$ cat config.mk
export PLATFORM = sky130hd
export DESIGN_NAME = round_robin_burst_dispatcher_unit
export DESIGN_NICKNAME = d
export VERILOG_FILES = /design/src/rtl/core/rrbd_pkg.sv /design/src/rtl/core/rrbd_ctrl.sv /design/src/rtl/core/rrbd_dpath.sv /design/src/rtl/core/round_robin_burst_dispatcher_unit.sv
export SDC_FILE = /design/constraint.sdc
export NUM_CORES = 1
export LEC_CHECK = 0
export BUFFER_PORTS_ARGS = -buffer_cell sky130_fd_sc_hd__buf_2
export CAP_MARGIN = 40
export CELL_PAD_IN_SITES_DETAIL_PLACEMENT = 2
export CELL_PAD_IN_SITES_GLOBAL_PLACEMENT = 2
export CORE_ASPECT_RATIO = 0.8
export CORE_MARGIN = 4
export CORE_UTILIZATION = 46
export DETAILED_ROUTE_END_ITERATION = 10
export PLACE_DENSITY = 0.88
export SYNTH_ARGS = -nofsm -noshare
export SYNTH_HDL_FRONTEND = slang
export SYNTH_HIERARCHICAL = 1
export SYNTH_SLANG_ARGS = --single-unit
$ cat constraint.sdc
create_clock -name i_clk -period 11.2 [get_ports i_clk]
set_input_delay 3.36 -clock i_clk [delete_from_list [all_inputs] [get_ports i_clk]]
set_output_delay 3.36 -clock i_clk [all_outputs]
set_load 0.02 [all_outputs]
$ cat src/rtl/core/rrbd_pkg.sv
package rrbd_pkg;

    // field widths
    localparam int CNT_W   = 32;
    localparam int BURST_W = 16;
    localparam int IDX_W   = 3;
    localparam int WCNT_W  = 4;

    // stream packing
    localparam int S_TDATA_W = 2 * BURST_W;
    localparam int M_FIELD_W = IDX_W + BURST_W + CNT_W;
    localparam int M_TDATA_W = ((M_FIELD_W + 7) / 8) * 8;

    // command codes carried on the slave tuser bit
    localparam logic CMD_ENQ = 1'b0;
    localparam logic CMD_DEQ = 1'b1;

    typedef enum logic [1:0] {
        ST_IDLE,
        ST_SCAN,
        ST_UPDATE
    } t_state;

    // controller to datapath
    typedef struct packed {
        logic load;
        logic scan;
        logic update;
    } t_cmd;

    // datapath to controller
    typedef struct packed {
        logic in_deq;
        logic found;
        logic last_step;
        logic out_free;
    } t_status;

endpackage

$ cat src/rtl/core/rrbd_ctrl.sv
module rrbd_ctrl
    import rrbd_pkg::*;
(
    input  logic    i_clk,
    input  logic    i_rst_n,
    input  logic    i_in_valid,
    input  t_status i_status,
    output logic    o_in_ready,
    output t_cmd    o_cmd
);

    t_state r_state;
    t_state n_state;

    // state register
    always_ff @(posedge i_clk) begin
        if (!i_rst_n) begin
            r_state <= ST_IDLE;
        end else begin
            r_state <= n_state;
        end
    end

    // next state and commands
    always_comb begin
        n_state    = r_state;
        o_in_ready = 1'b0;
        o_cmd      = '0;
        case (r_state)
            ST_IDLE: begin
                o_in_ready = 1'b1;
                if (i_in_valid) begin
                    o_cmd.load = 1'b1;
                    n_state    = i_status.in_deq ? ST_SCAN : ST_UPDATE;
                end
            end
            ST_SCAN: begin
                o_cmd.scan = 1'b1;
                if (i_status.found || i_status.last_step) begin
                    n_state = ST_UPDATE;
                end
            end
            ST_UPDATE: begin
                if (i_status.out_free) begin
                    o_cmd.update = 1'b1;
                    n_state      = ST_IDLE;
                end
            end
            default: begin
                n_state = ST_IDLE;
            end
        endcase
    end

endmodule

$ cat src/rtl/core/rrbd_dpath.sv
module rrbd_dpath
    import rrbd_pkg::*;
#(
    parameter int MAX_WORKERS = 8
)
(
    input  logic                 i_clk,
    input  logic                 i_rst_n,
    input  logic                 i_cfg_we,
    input  logic [WCNT_W-1:0]    i_cfg_wdata,
    input  logic                 i_in_deq,
    input  logic [S_TDATA_W-1:0] i_in_data,
    input  t_cmd                 i_cmd,
    output t_status              o_status,
    input  logic                 i_out_ready,
    output logic                 o_out_valid,
    output logic [M_TDATA_W-1:0] o_out_data,
    output logic                 o_out_none
);

    localparam int PW = $clog2(MAX_WORKERS);

    logic [CNT_W-1:0]   r_cnt [MAX_WORKERS];
    logic [PW-1:0]      r_enq_ptr;
    logic [PW-1:0]      r_deq_ptr;
    logic [PW-1:0]      r_last;
    logic [PW-1:0]      r_sel;
    logic [PW-1:0]      r_steps;
    logic               r_deq;
    logic               r_none;
    logic               r_burst_nz;
    logic [BURST_W-1:0] r_taken;
    logic               r_out_valid;
    logic [M_TDATA_W-1:0] r_out_data;
    logic               r_out_none;

    logic [BURST_W-1:0] in_burst;
    logic [BURST_W-1:0] in_done;
    logic [PW-1:0]      cfg_last;
    logic [PW-1:0]      sel_next;
    logic [CNT_W-1:0]   cur;
    logic [CNT_W:0]     sum;
    logic [CNT_W:0]     diff;
    logic [CNT_W-1:0]   new_cnt;
    logic [BURST_W-1:0] res_taken;
    logic [CNT_W-1:0]   res_after;
    logic [31:0]        sel_ext;

    assign in_burst = i_in_data[BURST_W-1:0];
    assign in_done  = i_in_data[2*BURST_W-1:BURST_W];

    // last valid worker index from the written worker count
    always_comb begin
        if (i_cfg_wdata == '0) begin
            cfg_last = '0;
        end else if (32'(i_cfg_wdata) > MAX_WORKERS) begin
            cfg_last = PW'(MAX_WORKERS - 1);
        end else begin
            cfg_last = PW'(i_cfg_wdata - 1'b1);
        end
    end

    // rotation step with wrap
    assign sel_next = (r_sel == r_last) ? '0 : r_sel + 1'b1;

    // counter of the selected worker and its updates
    assign cur  = r_cnt[r_sel];
    assign sum  = {1'b0, cur} + {{(CNT_W + 1 - BURST_W){1'b0}}, r_taken};
    assign diff = {1'b0, cur} - {{(CNT_W + 1 - BURST_W){1'b0}}, r_taken};

    always_comb begin
        if (!r_deq) begin
            new_cnt   = sum[CNT_W] ? '1 : sum[CNT_W-1:0];
            res_taken = r_taken;
            res_after = new_cnt;
        end else if (r_none) begin
            new_cnt   = cur;
            res_taken = '0;
            res_after = '0;
        end else if (diff[CNT_W]) begin
            // clamp at zero, the whole counter is taken
            new_cnt   = '0;
            res_taken = cur[BURST_W-1:0];
            res_after = '0;
        end else begin
            new_cnt   = diff[CNT_W-1:0];
            res_taken = r_taken;
            res_after = new_cnt;
        end
    end

    assign sel_ext = 32'(r_sel);

    // status to controller
    assign o_status.in_deq    = i_in_deq;
    assign o_status.found     = (cur != '0);
    assign o_status.last_step = (r_steps == r_last);
    assign o_status.out_free  = !r_out_valid || i_out_ready;

    // counters, pointers and worker count
    always_ff @(posedge i_clk) begin
        if (!i_rst_n) begin
            for (int i = 0; i < MAX_WORKERS; i++) begin
                r_cnt[i] <= '0;
            end
            r_enq_ptr <= '0;
            r_deq_ptr <= '0;
            r_last    <= '0;
        end else if (i_cfg_we) begin
            for (int i = 0; i < MAX_WORKERS; i++) begin
                r_cnt[i] <= '0;
            end
            r_enq_ptr <= '0;
            r_deq_ptr <= '0;
            r_last    <= cfg_last;
        end else if (i_cmd.update) begin
            if (!r_deq) begin
                r_cnt[r_sel] <= new_cnt;
                if (r_burst_nz) begin
                    r_enq_ptr <= sel_next;
                end
            end else if (!r_none) begin
                r_cnt[r_sel] <= new_cnt;
                r_deq_ptr    <= sel_next;
            end
        end
    end

    // per-transaction working registers
    always_ff @(posedge i_clk) begin
        if (i_cmd.load) begin
            r_deq      <= i_in_deq;
            r_sel      <= (i_in_deq == CMD_DEQ) ? r_deq_ptr : r_enq_ptr;
            r_steps    <= '0;
            r_none     <= 1'b0;
            r_burst_nz <= (in_burst != '0);
            r_taken    <= (in_done < in_burst) ? in_done : in_burst;
        end else if (i_cmd.scan && (cur == '0)) begin
            if (r_steps == r_last) begin
                r_none <= 1'b1;
                r_sel  <= r_deq_ptr;
            end else begin
                r_sel   <= sel_next;
                r_steps <= r_steps + 1'b1;
            end
        end
    end

    // output register
    always_ff @(posedge i_clk) begin
        if (!i_rst_n) begin
            r_out_valid <= 1'b0;
        end else if (i_cmd.update) begin
            r_out_valid <= 1'b1;
        end else if (i_out_ready) begin
            r_out_valid <= 1'b0;
        end
    end

    always_ff @(posedge i_clk) begin
        if (i_cmd.update) begin
            r_out_data <= M_TDATA_W'({res_after, res_taken, sel_ext[IDX_W-1:0]});
            r_out_none <= r_deq && r_none;
        end
    end

    assign o_out_valid = r_out_valid;
    assign o_out_data  = r_out_data;
    assign o_out_none  = r_out_none;

endmodule

$ cat src/rtl/core/round_robin_burst_dispatcher_unit.sv
// enqueue: the transaction is loaded in idle, then the counter is updated and the
// result registered in the update state, which waits until the output register is free;
// dequeue: a scan state first searches one worker per cycle for a nonzero counter
// throughput: one transaction at a time, a new one is taken only back in idle
// reset: synchronous active-low; counters and pointers clear, worker count is 1
module round_robin_burst_dispatcher_unit
    import rrbd_pkg::*;
#(
    parameter int MAX_WORKERS = 8
)
(
    input  logic                 i_clk,
    input  logic                 i_rst_n,
    input  logic                 i_cfg_we,
    input  logic [WCNT_W-1:0]    i_cfg_wdata,
    input  logic                 s_axis_tvalid,
    output logic                 s_axis_tready,
    input  logic [S_TDATA_W-1:0] s_axis_tdata,  // burst_size[15:0], done_count[31:16]
    input  logic                 s_axis_tuser,  // command
    output logic                 m_axis_tvalid,
    input  logic                 m_axis_tready,
    // worker_index[2:0], count_taken[18:3], in_flight_after[50:19], zero pad
    output logic [M_TDATA_W-1:0] m_axis_tdata,
    output logic                 m_axis_tuser   // none_in_flight
);

    t_cmd    cmd;
    t_status status;

    // sequencer
    rrbd_ctrl u_ctrl (
        .i_clk      (i_clk),
        .i_rst_n    (i_rst_n),
        .i_in_valid (s_axis_tvalid),
        .i_status   (status),
        .o_in_ready (s_axis_tready),
        .o_cmd      (cmd)
    );

    // counters, pointers and result register
    rrbd_dpath #(
        .MAX_WORKERS (MAX_WORKERS)
    ) u_dpath (
        .i_clk       (i_clk),
        .i_rst_n     (i_rst_n),
        .i_cfg_we    (i_cfg_we),
        .i_cfg_wdata (i_cfg_wdata),
        .i_in_deq    (s_axis_tuser),
        .i_in_data   (s_axis_tdata),
        .i_cmd       (cmd),
        .o_status    (status),
        .i_out_ready (m_axis_tready),
        .o_out_valid (m_axis_tvalid),
        .o_out_data  (m_axis_tdata),
        .o_out_none  (m_axis_tuser)
    );

endmodule

; ---- Yosys cells after proc, flatten, opt, wreduce, memory -nomap -nowiden
; Memories as Yosys holds them, arrays and structs flattened. A register that Yosys moved wholly into a read port is not among the register bits.
; Index checks and enable logic that the tools add are counted.
[totals]
reg_bits = 89
ram_bits = 256
elab_cells = 118
n_memories = 1
[classes]
n_addsub = 5
order_cmp = 2
eq_ne = 7
n_mux = 58
n_bitwise = 13
n_reduce_logical = 19
[mem_list]
columns = memory, words, width, read_ports, rd_ports_with_merged_regs, write_ports, line_no
row1 = u_dpath.r_cnt, 8, 32, 1, 1, 8, rrbd_dpath.sv:23  ; logic [CNT_W-1:0] r_cnt [MAX_WORKERS];
[ops]
columns = cell, n
row1 = $mux 32, 16
row2 = $mux 16, 4
row3 = $add 32x16->33, 1
row4 = $sub 32x16->33, 1
row5 = $logic_not 32->1, 1
row6 = $reduce_bool 32->1, 1
row7 = $reduce_or 32->1, 1
row8 = $mux 3, 9
row9 = $mux 1, 24
row10 = $lt 16x16->1, 1
row11 = $reduce_bool 16->1, 1
row12 = $or 1x1->1, 9
row13 = $reduce_and 3->1, 3
row14 = $mux 2, 4
row15 = $add 3x1->3 const B, 2
row16 = $eq 3x3->1, 2
row17 = $pmux 2 s3, 1
row18 = $gt 4x4->1 const B, 1
row19 = $logic_not 4->1, 1
row20 = $ne 2x2->1 const B, 2
row21 = $not 1->1, 4
row22 = $reduce_and 2->1, 2
row23 = $reduce_bool 2->1, 2
row24 = $sub 3x1->3 const B, 1
row25 = other kinds (8), 10

; ---- Depth between registers and ports, before layout
; Gate-level depths: netlist of run 1.
[depth]
depth_word = 11
ltp_mapped = 21
depth_no_buf = 14

; ---- Cells and area by module
; Netlist of run 1, hierarchy kept.
[modules_own_cells]
columns = module, n_inst, cells_per_inst, area_each_um2, seq_area_each_um2
row1 = rrbd_dpath, 1, 1579, 18686.7, 10219.8
row2 = rrbd_ctrl, 1, 17, 128.9, 40.0

; ---- Worst setup path before layout of run 1
; Ideal clock, no wire load.
[synth_path]
path_kind = input port to flip-flop
from = in m_axis_tready
to = mem u_dpath.r_cnt[7][0], enable pin
setup_ns = 0.389
arrival_time_ns = 7.639
required_time_ns = 10.811
slack_ns = 3.172
cell_stages = 8
path_buffers = 1
path_cell_list = nand2b_1 inv_1 nor2_1 nand3_1 nor2_1 nand3_1 clkbuf_1 nand2_1
[synth_lines]
columns = item, line_no
row1 = from (decl), round_robin_burst_dispatcher_unit.sv:21  ; input logic m_axis_tready,
row2 = to (decl), rrbd_dpath.sv:23

==> results.toml, run 1 <==
[clocking]
cts_buffer_depth = 3
cts_setup_buffers = 0
cts_root_buffer = "clkbuf_16"
cts_tree = "yes"
cts-htree-levels = 2
clock_latency_ps = 580
holdBufCountCts = 0
cts_num_sinks = 348
ctsResizeCount = 0
cts_buffers = 38
clk_pin_slew_ps = 60

[synth]
synth_top_area_share_pct = 52.51
synth_top_family_by_area = "simple AND/OR/NAND/NOR gates"
ys_ff_latch = 348
synth_edf_count = 329
yosysWarnings = 6
synth_compound_area_share_pct = 10.19
synth-simple-area-share_pct = 14.88
synth_largest_area_cell = "edfxtp_1"
ys.flop_type = "edfxtp_1"
synth_xor_area_share_pct = 1.862
synthArstFlopShare_pct = 0
yosysSeqAreaShare_pct = 54.53
avgSynthCellArea_um2 = 11.79
synth.distinct_cells = 90
synth_area_leaders = "edfxtp_1 53%, mux4_2 6.6%, nor2_1 6.4%"
syn_area_mm2 = 0.01882
synthMuxAreaShare_pct = 10.93
syn_inst = 1596
synthAdderAreaFrac_pct = 3.857

[floorplanning]
io_pins = 101
die_w_um = 234.1
core_mm2 = 0.03993
die-area_mm2 = 0.04422
fp.dieH_um = 188.9
num_rows = 65
initial_core_util_pct = 47.12

[pwr]
pwr_density_cell_mw_per_mm2 = 190.1
power.leakage_uw = 0.008029
peakVddDrop_mv = 0.1232

[place]
portBuffers = 95
pre_cts_slack_ps = 4700
hpwl_mm = 49.05
place_congestion = 0.8512

[detailed_routing]
first_pass_iters = 5
drt-initial-drc-count = 1771
ant_nets = 0
via_count = 15060
post_drt_via_cell_ratio = 6.709
wl_mm = 75.78
wl_per_cell_um = 33.77
drc_errors = 0

[sta]
worst_slack_ps = 4515
finalHoldViolCount = 0
finalCritPeriodShare_pct = 59.69
fmax_mhz = 149.6
worst_pin_slew_ps = 959.5
tns_ps = 0
setup_viol = 0
rsz0062_at_grt = "no"
finalWorstPathRequiredPeriod_ps = 6685
slew_violations = 0
slew_headroom_pct = 35.61
clock_skew_ps = 38.75

[grt]
grt_pass1_vias = 16050
overflow = 0
antenna_found_initial = 2
grt_start_max_net_pins = 59
grt_usage_pct = 33.96
grt_pass1_wl_mm = 110.8

[setup_path]
worstSetupPathType = "register to register"
max_stage_delay_ps = 690
crit_chain = "buf_4, mux4_2, mux2_2, fa_1, nor3b_1, o311ai_1, a31oi_1, a2111oi_0, buf_1, or2_2, or4_1, o31ai_1, a211oi_2, nor2_1"
slowest_stage = "buf_4"
r2r_setup_slack_ps = 4510
critPathRequiredTime_ps = 11470
end_kind = "register"
cp_max_fo = 41
cp-start-kind = "register"
worstPathArrival_ps = 6960

[outcome]
status = "complete, no violations"

[worst_hold_path]
hp-start = "u_dpath/r_deq_ptr[2]"
hold_path.class = "register to register"

[finish]
drive_above_1_share_pct = 19.45
synthToLayoutAreaGrowth_pct = 12.00
final_nets = 1779
fillerInstances = 3839
fin_util_pct = 52.77

[job]
maxCapViolCount = 0
[worst max-delay path: cells and delay by family, from the launching register on]
| family | cells | cell delay, ps |
|---|---|---|
| adder cells (fa/ha/maj) | 1 | 500 |
| AND/OR/NAND/NOR | 4 | 1250 |
| AO/OA/AOI/OAI | 5 | 2050 |
| multiplexers | 2 | 1010 |
| buffers and inverters | 2 | 930 |
| flip-flops | 1 | 570 |
[layout make-up]
cell class                 instances  area (um2)  area share [%]
antenna                            1       2.502         0.01187
clock buffer                      45       987.2           4.684
clock inverter                    21       224.0           1.063
inverter                          73       274.0           1.300
multi-input combinational       1088        7893           37.45
sequential                       348       10270           48.73
tap                              536       670.6           3.182
timing repair buffer             132       754.5           3.580
[cell families (layout without fill, tap and decap cells)]
logic type	after synthesis	count (layout)
AO/OA/AOI/OAI	262	262
XOR/XNOR	40	40
adder cells (fa/ha/maj)	57	57
buffers and inverters	164	271
flip-flops	348	348
multiplexers	131	131
other	1	6
AND/OR/NAND/NOR	593	593
[registers in the layout (all words and copies together), names as in the netlist, named ones only]
signal               count
u_ctrl/r_state           2
u_dpath/o_out_data      51
u_dpath/o_out_none       1
u_dpath/o_out_valid      1
u_dpath/r_burst_nz       1
u_dpath/r_cnt          256
u_dpath/r_deq            1
u_dpath/r_deq_ptr        3
u_dpath/r_enq_ptr        3
u_dpath/r_last           3
u_dpath/r_none           1
u_dpath/r_sel            3
u_dpath/r_steps          3
u_dpath/r_taken         16
[metrics by stage]
stage | power (uW) | cells | area, um2 | hold WS (ps)
floorplan | 2302 | 1600 | 18830 | 436.5
global placement | 2608 | 2174 | 19840 | 454.7
detailed placement | 2686 | 2176 | 19860 | 476.1
CTS | 3986 | 2242 | 21070 | 541.9
global route | 4141 | 2244 | 21070 | 575.7
finish | 4006 | 2244 | 21070 | 551.0
[synth_stat cells (6+ instances only)]
cell and count:
a211oi_1 10, a211oi_2 6, a21o_1 12, a21oi_1 62, a221o_1 6, a22oi_1 19, a31oi_1 8, and3_1 8
buf_1 9, buf_2 18, buf_4 9, clkbuf_1 51, dfxtp_1 19, edfxtp_1 329, ha_1 54, inv_1 73
mux2_2 42, mux2i_1 33, mux4_2 55, nand2_1 66, nand2b_1 16, nand3_1 27, nand3b_1 6, nand4_1 8
nor2_1 320, nor2b_1 32, nor3_1 28, nor4_1 25, o211ai_1 10, o21ai_0 35, o22ai_1 20, o31a_1 7
o31ai_1 6, or2_2 9, or3_1 12, xnor2_1 31, xor2_1 9
[report_power, final]
| group | internal (uW) | switching (uW) |
|---|---|---|
| registers | 1510 | 58.5 |
| clock network | 724 | 555 |
| logic | 370 | 791 |
| total | 2600 | 1400 |
[layout by cell type (no fill, tap or decap), types with 35 or more instances in the layout]
cell / count
buf_2: 95
mux2_2: 42
mux4_2: 55
edfxtp_1: 329
nor2_1: 319
a21oi_1: 61
ha_1: 54
clkbuf_16: 38
inv_1: 73
nand2_1: 66
o21ai_0: 35
[metal layers]
layer,routed length (um),track usage (%)
met1,29730,45.13
met2,36090,56.14
met3,7101,6.378
met4,2853,11.79
met5,0,0
[path summary, 6_finish.rpt]
path	end	depth (start not counted)
worst min register to register	u_dpath/r_deq_ptr[2]	2
worst min-delay path	u_dpath/r_deq_ptr[2]	2
worst max register to register	u_dpath/r_cnt[3][29]	14
worst max-delay path	u_dpath/r_cnt[3][29]	14
Power figures use the tool's default switching activity.
==> run 2, diff against run 1 <==
- ABC_AREA: not set -> 1
- CORE_UTILIZATION: 46 -> 38
- PLACE_DENSITY: 0.88 -> 0.83
- clock period: 11.2 -> 6.45 ns (I/O delays scaled with it)
==> results.toml, run 2 <==
[floorplanning]
die-area_mm2 = 0.05861
num_rows = 76
io_pins = 101
fp.dieH_um = 217.3
initial_core_util_pct = 38.54
core_mm2 = 0.05401
die_w_um = 269.7

[synth]
syn_area_mm2 = 0.02081
avgSynthCellArea_um2 = 8.040
synthArstFlopShare_pct = 0
synth_area_leaders = "edfxtp_1 47%, nand2_1 13%, inv_1 9.1%"
ys_ff_latch = 348
synth.distinct_cells = 49
synth_edf_count = 329
ys.flop_type = "edfxtp_1"
yosysSeqAreaShare_pct = 49.29
yosysMostFrequentCell = "nand2_1"
netlist_top_cells_count = "724 x nand2_1, 502 x inv_1, 329 x edfxtp_1, 251 x nor2_1, 148 x nand3_1"
synth_top_area_share_pct = 47.46
synth_largest_area_cell = "edfxtp_1"
yosysWarnings = 6
syn_inst = 2589

[setup_path]
timing.rr.end = "u_dpath/r_cnt[6][0]"
r2r_cells = 19
r2r_setup_slack_ps = 820
cpLargestDelayFamily = "simple AND/OR/NAND/NOR gates"
slowest_stage = "dfxtp_4"
cp_max_fo = 69
max_stage_delay_ps = 900
cp-start-kind = "register"
crit_chain = "buf_4, nor2_1, o21ai_0, o211ai_1, nand2_1, inv_1, ha_1, a21oi_1, nor2_1, nor2_1, nand3_1, nand2_1, inv_1, nor2_2, nand2_4, nand2_1, nand2_1, nand2_1, a21oi_1"
end_kind = "register"
crit_buf_inv = 3
critPathRequiredTime_ps = 6730
worstPathArrival_ps = 5910
path_common_cell = "nand2_1"
worstSetupPathType = "register to register"

[worst_hold_path]
holdPathStages = 2
hold_path.class = "register to register"
hp-start = "u_dpath/o_out_valid"
hold_end = "u_dpath/o_out_valid"

[grt]
grt_pass1_vias = 20570
grt_usage_pct = 28.65
grt_pass1_wl_mm = 128.4
antenna_found_initial = 0
grt_start_max_net_pins = 135
overflow = 0

[finish]
max_flop_register = "u_dpath/r_cnt"
fin_util_pct = 43.14
final_nets = 2760
fillerInstances = 6183
mostFrequentLayoutCells = "716 x nand2_1, 502 x inv_1, 329 x edfxtp_1"
final_common_cell = "nand2_1"
drive_above_1_share_pct = 11.04
n_antenna_cell = 0
largest_register_ffs = 256
synthToLayoutAreaGrowth_pct = 11.93

[sta]
fmax_mhz = 177.6
clock_skew_ps = 21.30
tns_ps = 0
finalWorstPathRequiredPeriod_ps = 5631
finalHoldViolCount = 0
setup_viol = 0
hold_ws_ps = 493.8
finalCritPeriodShare_pct = 87.30
rsz0062_at_grt = "no"
slew_headroom_pct = 41.32
worst_pin_slew_ps = 880.2
slew_violations = 0

[clocking]
cts_buffers = 40
cts_num_sinks = 348
cts_setup_buffers = 0
cts-htree-levels = 2
cts_tree = "yes"
clock_latency_ps = 590
cts_buffer_depth = 3
cts_root_buffer = "clkbuf_16"
clk_pin_slew_ps = 60
ctsResizeCount = 0
holdBufCountCts = 0

[detailed_routing]
drt-initial-drc-count = 1741
first_pass_iters = 5
drc_errors = 0
wl_mm = 85.32
ant_nets = 0
via_count = 18750
wl_per_cell_um = 25.15
post_drt_via_cell_ratio = 5.527

[place]
place_congestion = 0.8721
hpwl_mm = 57.00
portBuffers = 95

[pwr]
peakVddDrop_mv = 0.1419
p_total_uw = 7933
power.leakage_uw = 0.01193
pwr_density_cell_mw_per_mm2 = 340.5

[outcome]
status = "complete, no violations"

[job]
maxCapViolCount = 0
-- run 2: area by class of cell --
type | count | area (um2) | share of cell area [%]
sequential | 348 | 10270 | 44.07
multi-input combinational | 1626 | 8125 | 34.87
inverter | 512 | 1927 | 8.270
clock buffer | 53 | 1050 | 4.506
tap | 702 | 878.3 | 3.770
timing repair buffer | 134 | 845.8 | 3.630
clock inverter | 18 | 203.9 | 0.8754
-- run 2: cell families (layout without fill, tap and decap cells) --
group                    after synthesis  count (layout)  share of synthesized area (%)
AO/OA/AOI/OAI                        305             305                          8.139
AND/OR/NAND/NOR                     1239            1239                          26.09
adder cells (fa/ha/maj)               56              56                          3.438
other                                  1               5                        0.01802
buffers and inverters                619             717                          12.14
XOR/XNOR                              21              21                         0.8836
flip-flops                           348             348                          49.29
-- run 2: layer usage --
metal / vias up / wire (um) / global-route usage (%)
met5: - / 0 / 0
met3: 143 / 4868 / 3.351
met4: 0 / 2172 / 7.792
met1: 9686 / 37180 / 38.16
met2: 580 / 41100 / 49.80
li1: 8343 / - / -
-- run 2: worst max path at each step --
stage / cells past startpoint / to / slack [ps]
6_report: 19 / u_dpath/r_cnt[6][0] / 820
3_5_place_dp: 19 / u_dpath/r_cnt[6][0] / 1110
3_3_place_gp: 19 / u_dpath/r_cnt[6][0] / 1250
2_1_floorplan: 12 / u_dpath/r_cnt[4][0] / 140
5_1_grt: 18 / u_dpath/r_cnt[6][0] / 600
4_1_cts: 19 / u_dpath/r_cnt[6][0] / 930
-- run 2: power by group --
part / switching (uW) / leakage, uW / internal, uW / total [uW]
registers: 86.3 / 0.00369 / 2630 / 2720
clock network: 1010 / 0.000603 / 1280 / 2290
logic: 2220 / 0.00763 / 707 / 2930
total: 3320 / 0.0119 / 4620 / 7930
-- run 2: worst min-delay path, cell delays in order, from the launching register on --
cell     delay (ps)
dfxtp_1         310
nand2_1          80
a21oi_1          60
-- run 2: through the flow --
step / cell area, um2 / setup slack [ps] / instances
after floorplan: 20840 / 144.9 / 2593
after global placement: 21950 / 1246 / 3317
after detailed placement: 22040 / 1113 / 3322
after CTS: 23300 / 928.1 / 3393
after global routing: 23300 / 600.7 / 3393
final: 23300 / 819.0 / 3393
==> run 3, diff against run 2 <==
- BUFFER_PORTS_ARGS: -buffer_cell sky130_fd_sc_hd__buf_2 -> not set
- CAP_MARGIN: 40 -> 20
- CORE_UTILIZATION: 38 -> 39
- DONT_BUFFER_PORTS: not set -> 1
- PLACE_DENSITY: 0.83 -> 0.82
==> results.toml, run 3 (synthesis gave the netlist of run 2 again) <==
[outcome]
status = "complete, no violations"

[grt]
antenna_found_initial = 1
use_met3_pct = 4.405
grt_use_met1_pct = 37.28
grt_usage_pct = 28.09
overflow = 0
grt_use_met2_pct = 47.87
grt_pass1_wl_mm = 122.8
grt_start_max_net_pins = 85
grt-busiest-layer = "met2"
grt_pass1_vias = 19950

[place]
placed_cells = 3215
portBuffers = 0
hpwl_mm = 54.88
placed_cell_area_mm2 = 0.02151
place_congestion = 0.8933

[setup_path]
critPathRequiredTime_ps = 6750
end_kind = "register"
r2r_cells = 18
timing.rr.end = "u_dpath/r_cnt[4][0]"
r2r_setup_slack_ps = 610
cp-start-kind = "register"
crit_path_end = "u_dpath/r_cnt[4][0]"
cp_max_fo = 74
worstPathArrival_ps = 6140
worstSetupPathType = "register to register"

[detailed_routing]
post_drt_via_cell_ratio = 5.483
via_count = 18040
ant_nets = 0
first_pass_iters = 7
drc_errors = 0
wl_per_cell_um = 24.63
drt-initial-drc-count = 1559
wl_mm = 81.05

[clocking]
clk_pin_slew_ps = 60
cts_buffers = 41
holdBufCountCts = 0
cts_num_sinks = 348
cts_tree = "yes"
clock_latency_ps = 590
cts_buffer_depth = 3
ctsResizeCount = 0
cts-htree-levels = 2
cts_root_buffer = "clkbuf_16"
cts_setup_buffers = 0

[finish]
mostFrequentLayoutCells = "716 x nand2_1, 502 x inv_1, 329 x edfxtp_1"
instances_no_fill = 3291
largest_register_ffs = 256
n_antenna_cell = 0
fin_area_mm2 = 0.02280
synthToLayoutAreaGrowth_pct = 9.539
drive_above_1_share_pct = 7.775
max_flop_register = "u_dpath/r_cnt"
final_nets = 2664
final_common_cell = "nand2_1"

[floorplanning]
fp.dieH_um = 214.6
core_mm2 = 0.05264
die-area_mm2 = 0.05716
initial_core_util_pct = 39.54
num_rows = 75
io_pins = 101
die_w_um = 266.3

[pwr]
p_total_uw = 7810
pwr_density_cell_mw_per_mm2 = 342.5
peakVddDrop_mv = 0.1605
power.leakage_uw = 0.01153

[sta]
fmax_mhz = 171.2
slew_headroom_pct = 34.66
setup_viol = 0
finalHoldViolCount = 0
clock_skew_ps = 16.37
slew_violations = 0
finalWorstPathRequiredPeriod_ps = 5840
finalCritPeriodShare_pct = 90.54
worst_pin_slew_ps = 976.5
hold_ws_ps = 530.8
rsz0062_at_grt = "no"
tns_ps = 0

[worst_hold_path]
hold_path.class = "register to register"

[job]
maxCapViolCount = 0
run 3: changes by cell type in the layout (fill, tap and decap cells not counted), moves of 2 or more:
cell,delta
clkbuf_1,-2
clkbuf_16,+2
buf_4,+2
clkinv_1,+4
nor2_2,-3
clkinvlp_4,+3
buf_2,-95
buf_12,-4
nor2_4,+3
clkinv_2,-2
run 3: how the worst min path moves through the flow:
stage | depth (start not counted) | slack [ps] | to | startpoint
2_1_floorplan | 0 | 420 | u_dpath/o_out_data[2] | u_dpath/r_sel[2]
3_3_place_gp | 2 | 500 | u_dpath/r_steps[2] | u_dpath/r_steps[2]
3_5_place_dp | 2 | 520 | u_dpath/r_steps[2] | u_dpath/r_steps[2]
4_1_cts | 2 | 530 | u_dpath/r_steps[2] | u_dpath/r_steps[2]
5_1_grt | 2 | 570 | u_dpath/r_steps[2] | u_dpath/r_steps[2]
6_report | 2 | 530 | u_dpath/r_steps[2] | u_dpath/r_steps[2]
run 3: area by class of cell:
class,instances,area [um2]
Fill cell,5923,29840
Inverter,512,1927
Tap cell,693,867.1
Clock inverter,22,187.7
Clock buffer,53,1092
Multi-Input combinational cell,1626,8140
Sequential cell,348,10270
Timing Repair Buffer,37,317.8
run 3: metal layers:
metal / up-vias / part of all wire, %
li1: 8148 / -
met1: 9270 / 43
met2: 513 / 48
met3: 113 / 5.9
met4: 0 / 2.5
met5: - / 0
run 3: critical path: stages (launching register included):
cell and delay [ps]:
dfxtp_4 750, inv_4 470, o21ai_0 430, o211ai_1 140
nand2_1 250, inv_1 150, ha_1 460, a21oi_1 340
nor2_1 70, nor2_1 260, nand3_1 170, nand2_1 90
inv_1 60, nor2_2 380, nand2_4 300, nand2_1 390
nand2_1 90, nand2_1 450, a21oi_1 190
run 3: per-stage QoR:
step	worst slack (ps)	utilization, %
floorplan	144.9	-
global placement	1038	40.80
detailed placement	859.6	40.85
CTS	823.0	43.28
global route	343.7	43.31
finish	609.9	43.31
run 3: power by group:
| group | internal [uW] | switching [uW] | total [uW] |
|---|---|---|---|
| Clock | 1280 | 993 | 2280 |
| Sequential | 2630 | 137 | 2770 |
| Combinational | 676 | 2090 | 2760 |
| Total | 4590 | 3220 | 7810 |
